## src/hdl/aasmr_pkg.sv

```systemverilog
`timescale 1ns / 1ps
package aasmr_pkg;

    localparam int CANDIDATE_SLOTS_DEF = 64;
    localparam int SLOT_W = 6;
    localparam int COORD_W = 32;
    // Sums of a center and a local box offset need one extra bit.
    localparam int WIDE_W = COORD_W + 1;

    localparam logic [1:0] FUNC_WRITE = 2'd0;
    localparam logic [1:0] FUNC_CLEAR = 2'd1;
    localparam logic [1:0] FUNC_LOCAL = 2'd2;
    localparam logic [1:0] FUNC_MOVE  = 2'd3;

    typedef struct packed {
        logic [1:0]                func;
        logic [SLOT_W-1:0]         slot;
        logic [31:0]               ident;
        logic                      terrain_flag;
        logic signed [COORD_W-1:0] a_x;
        logic signed [COORD_W-1:0] a_y;
        logic signed [COORD_W-1:0] a_z;
        logic signed [COORD_W-1:0] b_x;
        logic signed [COORD_W-1:0] b_y;
        logic signed [COORD_W-1:0] b_z;
        logic signed [COORD_W-1:0] body_height;
    } cmd_t;

    typedef struct packed {
        logic signed [COORD_W-1:0] center_x;
        logic signed [COORD_W-1:0] center_y;
        logic signed [COORD_W-1:0] center_z;
        logic                      collided_x;
        logic                      collided_z;
    } result_t;

    // Query box broadcast down the chain of cells.
    typedef struct packed {
        logic signed [WIDE_W-1:0] lo_x;
        logic signed [WIDE_W-1:0] lo_y;
        logic signed [WIDE_W-1:0] lo_z;
        logic signed [WIDE_W-1:0] hi_x;
        logic signed [WIDE_W-1:0] hi_y;
        logic signed [WIDE_W-1:0] hi_z;
        logic [31:0]              ident;
    } query_t;

    // Write or clear request seen by every cell.
    typedef struct packed {
        logic                      wr;
        logic                      clr;
        logic [31:0]               ident;
        logic                      terrain;
        logic signed [COORD_W-1:0] min_x;
        logic signed [COORD_W-1:0] min_y;
        logic signed [COORD_W-1:0] min_z;
        logic signed [COORD_W-1:0] max_x;
        logic signed [COORD_W-1:0] max_y;
        logic signed [COORD_W-1:0] max_z;
    } cell_wr_t;

    function automatic logic signed [COORD_W-1:0] sat32(input logic signed [WIDE_W-1:0] v);
        logic signed [COORD_W-1:0] r;
        if (v[WIDE_W-1] != v[WIDE_W-2])
        begin
            r = v[WIDE_W-1] ? {1'b1, {(COORD_W-1){1'b0}}} : {1'b0, {(COORD_W-1){1'b1}}};
        end
        else
        begin
            r = v[COORD_W-1:0];
        end
        return r;
    endfunction

endpackage

```

## src/hdl/aasmr_cell.sv

```systemverilog
`timescale 1ns / 1ps
module aasmr_cell (
    input  logic              clk,
    input  logic              rst_n,
    input  logic              sel,
    input  aasmr_pkg::cell_wr_t wr,
    input  aasmr_pkg::query_t query,
    input  logic              hit_in,
    output logic              hit_out
);
    logic                              valid_reg;
    logic [31:0]                       ident_reg;
    logic                              terrain_reg;
    logic signed [aasmr_pkg::COORD_W-1:0] min_x_reg, min_y_reg, min_z_reg;
    logic signed [aasmr_pkg::COORD_W-1:0] max_x_reg, max_y_reg, max_z_reg;
    logic                              hit_reg;
    logic                              hit_next;
    logic                              mine;

    always_ff @(posedge clk or negedge rst_n)
    begin
        if (!rst_n)
        begin
            valid_reg <= 1'b0;
        end
        else if (wr.clr)
        begin
            valid_reg <= 1'b0;
        end
        else if (wr.wr && sel)
        begin
            valid_reg <= 1'b1;
        end
    end

    always_ff @(posedge clk)
    begin
        if (wr.wr && sel)
        begin
            ident_reg   <= wr.ident;
            terrain_reg <= wr.terrain;
            min_x_reg   <= wr.min_x;
            min_y_reg   <= wr.min_y;
            min_z_reg   <= wr.min_z;
            max_x_reg   <= wr.max_x;
            max_y_reg   <= wr.max_y;
            max_z_reg   <= wr.max_z;
        end
    end

    // Inclusive overlap on all three axes; the query is one bit wider.
    always_comb
    begin
        mine = valid_reg && !terrain_reg && (ident_reg != query.ident)
            && !(query.lo_x > $signed({max_x_reg[31], max_x_reg}))
            && !(query.hi_x < $signed({min_x_reg[31], min_x_reg}))
            && !(query.lo_y > $signed({max_y_reg[31], max_y_reg}))
            && !(query.hi_y < $signed({min_y_reg[31], min_y_reg}))
            && !(query.lo_z > $signed({max_z_reg[31], max_z_reg}))
            && !(query.hi_z < $signed({min_z_reg[31], min_z_reg}));
        hit_next = mine || hit_in;
    end

    // Registered local match; the OR chain to the neighbor is a single gate.
    always_ff @(posedge clk or negedge rst_n)
    begin
        if (!rst_n)
        begin
            hit_reg <= 1'b0;
        end
        else
        begin
            hit_reg <= mine;
        end
    end

    assign hit_out = hit_reg | hit_in;

    // hit_next names the combinational view used for the assertion below.
    a_or_chain: assert property (@(posedge clk) disable iff (!rst_n)
        hit_in |-> hit_out)
        else $error("hit lost along the chain");
    a_match: assert property (@(posedge clk) disable iff (!rst_n)
        mine |=> hit_out)
        else $error("match not registered");
    a_next: assert property (@(posedge clk) disable iff (!rst_n)
        hit_next == (mine || hit_in))
        else $error("hit_next mismatch");
endmodule

```

## config.mk

```make
export PLATFORM = sky130hd
export DESIGN_NAME = aasmr_cell
export DESIGN_NICKNAME = d
export VERILOG_FILES = /design/src/hdl/aasmr_pkg.sv /design/src/hdl/aasmr_cell.sv
export SDC_FILE = /design/constraint.sdc
export NUM_CORES = 1
export LEC_CHECK = 0
export ABC_AREA = 1
export BUFFER_PORTS_ARGS = -buffer_cell sky130_fd_sc_hd__clkbuf_2
export CORE_MARGIN = 2
export CORE_UTILIZATION = 30
export DETAILED_ROUTE_END_ITERATION = 8
export GPL_ROUTABILITY_DRIVEN = 0
export GPL_TIMING_DRIVEN = 0
export REMOVE_ABC_BUFFERS = 1
export SYNTH_ARGS = -nofsm -noshare
export SYNTH_HDL_FRONTEND = slang
export SYNTH_SLANG_ARGS = --single-unit
```

## constraint.sdc

```tcl
create_clock -name clk -period 1.9 [get_ports clk]
set_clock_uncertainty 0.2 [all_clocks]
set_input_delay 0 -clock clk [delete_from_list [all_inputs] [get_ports clk]]
set_output_delay 0 -clock clk [all_outputs]
set_load 0.01 [all_outputs]
```

==> results.txt, run 1 <==
----------------------------------------------------
[Status]
  Result of the run ... stopped before the end
  Failed at ... clock tree synthesis
  Tool error message ... [ERROR RSZ-0060] Max buffer count reached.

[Clock network]
  Cell chosen for the clock root ... clkbuf_16
  # H-tree levels ... 1
  Clock buffer depth ... 3
  Inserted Clock Buffers ... 27
  CTS resizes ... 32
  CTS Hold Buffers Added ... 452
  Post-CTS Setup Repair Bufs ... 2
  Number of sinks handled by clock tree synthesis ... 227

[Synthesis]
  Post-synth cell types ... 29
  Yosys top cell area share ... 53.33%
  Synthesized instance count ... 1206
  Post-synth design cell area ... 12670 sq um
  Cells taking the most area after synthesis ... edfxtp_1 (53%), ha_1 (19%), inv_1 (7.6%), nand2_1 (6.8%), a21oi_1 (3.4%)
  Register area share after synthesis ... 53.73%
  Area leader, netlist ... edfxtp_1
  Synth Register Bits ... 227
  Warnings from Yosys ... 0
  Mean area per synthesized cell ... 10.50 sq um

[Place]
  Standard cell area after detailed placement ... 15710 sq um
  Placed wire-length estimate after detailed placement ... 26.93 mm
  IO buf count ... 461
  Number of cells after detailed placement ... 2208

[Die]
  Starting utilization of the core area ... 30.27%
  Horizontal extent of the die ... 209.5 microns
  Number of I/O pins ... 462
  Std cell rows ... 75
  Die span in y ... 209.5 microns

----------------------------------------------------
cell families after synthesis:
family / Yosys count / synth area share (%)
xor gates and xnor gates: 26 / 1.798
AOI/OAI and AO/OA: 126 / 5.333
adders and majority gates: 195 / 19.26
DFF: 227 / 53.73
and+or+nand+nor: 364 / 11.94
buffers and inverters: 268 / 7.941
cells in the mapped netlist (all sizes together):
| library cell | n |
|---|---|
| edfxtp | 225 |
| o21a | 9 |
| inv | 263 |
| ha | 195 |
| nand2 | 232 |
| nand4 | 23 |
| nor2 | 69 |
| nor3 | 11 |
| nor4 | 2 |
| a21o | 4 |
| o31ai | 1 |
| or2 | 4 |
| o211ai | 1 |
| o21ai | 22 |
| nand3b | 2 |
| dfrtp | 2 |
| nor3b | 1 |
| nand3 | 20 |
| a21boi | 2 |
| xnor2 | 20 |
| a21oi | 86 |
| xor2 | 6 |
| o21bai | 1 |
| clkinv | 5 |
per-stage QoR:
stage / hold slack, ns / setup WS, ns
after floorplan: -0.4956 / -3.274
after global placement: -0.3871 / -5.562
after detailed placement: -0.3870 / -0.3969
==> run 2: changes to the inputs <==
- CORE_UTILIZATION: 30 -> 20
- PLACE_DENSITY_LB_ADDON: default -> 0.15
- clock period: 1.9 -> 2.5 ns (I/O delays scaled with it)
==> run 2 against run 1 <==
The flow now finishes, with violations (hold timing). Area after synthesis did not move. Synthesized cell count stayed put.
==> results.txt, run 2 <==
----------------------------------------------------
[Status]
  Result of the run ... finished, violations left
  Violations in the final reports ... hold timing

[Place]
  IO buf count ... 461 (unchanged)
  Pre-CTS WS ... -0.1888 ns (+0.2081 ns)
  Number of cells after detailed placement ... 2514 (+14%)
  Placed wire-length estimate after detailed placement ... 30.20 mm (+12%)
  Standard cell area after detailed placement ... 16070 sq um (+2.3%)

[Finish]
  Ratio of cells with drive above 1 in the final layout ... 24.70%
  Filler Cell Count ... 6477
  Layout area overhead ... 71.21%
  Sequential cell area in the final layout ... 6807 sq um
  Leading cell type in the layout, fill and taps excluded ... clkbuf_2
  Commonest non-fill, non-tap cells in the layout ... clkbuf_2 (461), dlygate4sd3_1 (458), inv_1 (257)
  Cell area after layout ... 21690 sq um
  Final Util ... 34.51%
  Total number of nets in the final design ... 2814
  Post-layout instance count excluding filler cells ... 3030
  Multi-input gate area in the final layout ... 4936 sq um

[Synthesis]
  Area leader, netlist ... edfxtp_1
  Cells taking the most area after synthesis ... edfxtp_1 (53%), ha_1 (19%), inv_1 (7.6%), nand2_1 (6.8%), a21oi_1 (3.4%)
  Synthesized instance count ... 1206 (unchanged)
  Register area share after synthesis ... 53.73% (unchanged)
  Number of enable-type register cells in the synthesized netlist ... 225 (unchanged)
  Most used standard cells in the synthesized netlist ... inv_1 (258), nand2_1 (230), edfxtp_1 (225), ha_1 (195), a21oi_1 (86)
  Library cell with the highest instance count after synthesis ... inv_1
  Yosys top cell area share ... 53.33% (unchanged)
  Share of synthesized registers carrying an async set or reset ... 0.8811% (unchanged)
  Post-synth design cell area ... 12670 sq um (unchanged)
  Most instantiated flip-flop cell in the synthesis netlist ... edfxtp_1
  Post-synth cell types ... 29 (unchanged)
  Mean area per synthesized cell ... 10.50 sq um (unchanged)
  Warnings from Yosys ... 0 (unchanged)
  Synth Register Bits ... 227 (unchanged)

[STA]
  Minimum setup slack in the final design ... 0.2205 ns
  Headroom to the max-slew limit ... 37.93%
  Worst slew pin tran ... 0.9311 ns
  Max Freq ... 0.4387 GHz
  Clock period minus final worst setup slack ... 2.279 ns
  # setup viols final ... 0
  Period utilisation layout ... 91.18%
  Worst Hold Margin ... -0.05920 ns
  Number of pins exceeding their max-slew limit in the final report ... 0
  Setup TNS after final layout ... 0 ns
  Final-report hold violation count ... 10

[Die]
  Std cell rows ... 92 (+23%)
  Area enclosed by the die boundary ... 65370 sq um
  Number of I/O pins ... 462 (unchanged)
  CORE AREA ... 62850 sq um
  Horizontal extent of the die ... 255.7 microns (+22%)
  Die span in y ... 255.7 microns (+22%)
  Starting utilization of the core area ... 20.16% (-10 points)

[Routing]
  Routed length per placed instance ... 12.82 microns
  Remaining DRCs ... 0
  Pre-Repair DR Iteration Count ... 5
  Routed via count ... 11.41k
  Routed wire length ... 38.85 mm
  Antenna Nets Post-Route ... 0
  Via density ... 3.765
  First-iteration detailed-routing DRC count ... 283

[Worst hold path]
  Hold Crit Class ... in2reg

[GRT]
  Total track usage ... 11.75%
  First-pass GRT wire length ... 61.47 mm
  GR Overflow Total ... 0
  Antenna violations before repair ... 5
  Pin count of the biggest net entering global routing ... 114
  Vias in the first global route ... 12.22k

[Clock network]
  Post-CTS Setup Repair Bufs ... 0 (-2)
  Post-CTS clock slew at the launch and capture registers of the worst setup and hold paths ... 0.06 ns
  Number of sinks handled by clock tree synthesis ... 227 (unchanged)
  Cell chosen for the clock root ... clkbuf_16
  CTS tree ... built
  # H-tree levels ... 1 (unchanged)
  Skew-Pair Late Insertion Delay ... 0.58 ns
  Clock buffer depth ... 3 (unchanged)
  Inserted Clock Buffers ... 30 (+11%)

[Worst setup path]
  Top fanout value on the critical path ... 4
  Number of cells traversed by the worst register-to-register path ... 16
  Timing startpoint of the critical path ... min_x_reg[31]
  Reg-to-Reg Start ... min_x_reg[31]
  Type of element capturing the critical path ... flip-flop
  RR Endpoint ... hit_reg
  Critical path startpoint category ... flip-flop
  Worst endpoint data arrival time ... 2.58 ns
  Worst Path Class, Setup ... reg2reg
  Required time at the worst-slack endpoint ... 2.80 ns
  Setup crit end ... hit_reg
  Worst R2R Setup Slack ... 0.22 ns

[Power and ir drop]
  Pwr dens ... 496.8 nW/um^2
  Overall power consumption ... 10.78 mW
  Worst vdd ir ... 0.5460 mV
  Pleak ... 10.41 nW

[Job]
  Max-cap check violation count ... 0

----------------------------------------------------
[run 2: cell counts after synthesis]
Identical to the previous run, type by type.
[run 2: what timing repair did]
action | CTS | global route
endpoints found under the setup margin | 1 | 1
endpoints found under the hold margin | 229 | 0
pin swaps | 0 | 2
hold buffers | 459 | 0
cloned | 0 | 0
gates resized for setup | 5 | 15
[run 2: worst min path at each step]
| stage | end | cells past startpoint | startpoint |
|---|---|---|---|
| 2_1_floorplan | hit_reg | 0 | rst_n |
| 3_3_place_gp | valid_reg | 1 | rst_n |
| 3_5_place_dp | valid_reg | 1 | rst_n |
| 4_1_cts | ident_reg[9] | 3 | sel |
| 6_report | ident_reg[9] | 3 | sel |
| 5_1_grt | ident_reg[9] | 3 | wr[226] |
[run 2: kinds of logic after synthesis]
group / after synthesis / synth area share [%]
buffers and inverters: 268 / 7.941
flip-flops: 227 / 53.73
AO/OA/AOI/OAI: 126 / 5.333
XOR/XNOR: 26 / 1.798
adder cells (fa/ha/maj): 195 / 19.26
AND/OR/NAND/NOR: 364 / 11.94
[run 2: per-layer routing]
metal	share of wire, %	vias to the layer above	global-route usage [%]	wire length, microns
met3	6.8	63	3.228	2656
met1	41	5124	13.21	15890
met2	50	281	21.52	19260
met5	0.10	-	0	39
li1	-	5934	-	-
met4	2.6	6	3.493	1006
[run 2: report_power, final]
group	internal [mW]	switching, mW
sequential	4.47	0.0704
clock	2.47	1.77
combinational	1.14	0.858
total	8.08	2.70
[run 2: critical path: stages, from the launching register on]
cell	delay, ns
edfxtp_1	0.33
inv_1	0.07
ha_4	0.29
nand2_1	0.08
nor2_2	0.15
nand2_2	0.09
nor2_2	0.13
nand2_1	0.06
nand2_1	0.05
nor2_1	0.05
nand2_1	0.06
nand2_1	0.04
nand2_1	0.09
nand3_1	0.12
nor2_4	0.16
nand2_2	0.09
nor2_4	0.13
[run 2: layout make-up]
class / instances / area share (%)
Multi-Input combinational cell: 711 / 22.76
Tap cell: 846 / 4.880
Sequential cell: 227 / 31.38
Clock inverter: 15 / 0.4500
Timing Repair Buffer: 920 / 31.90
Antenna cell: 2 / 0.02307
Inverter: 268 / 4.673
Clock buffer: 41 / 3.934
No activity file was read; power rests on OpenSTA's default activity.
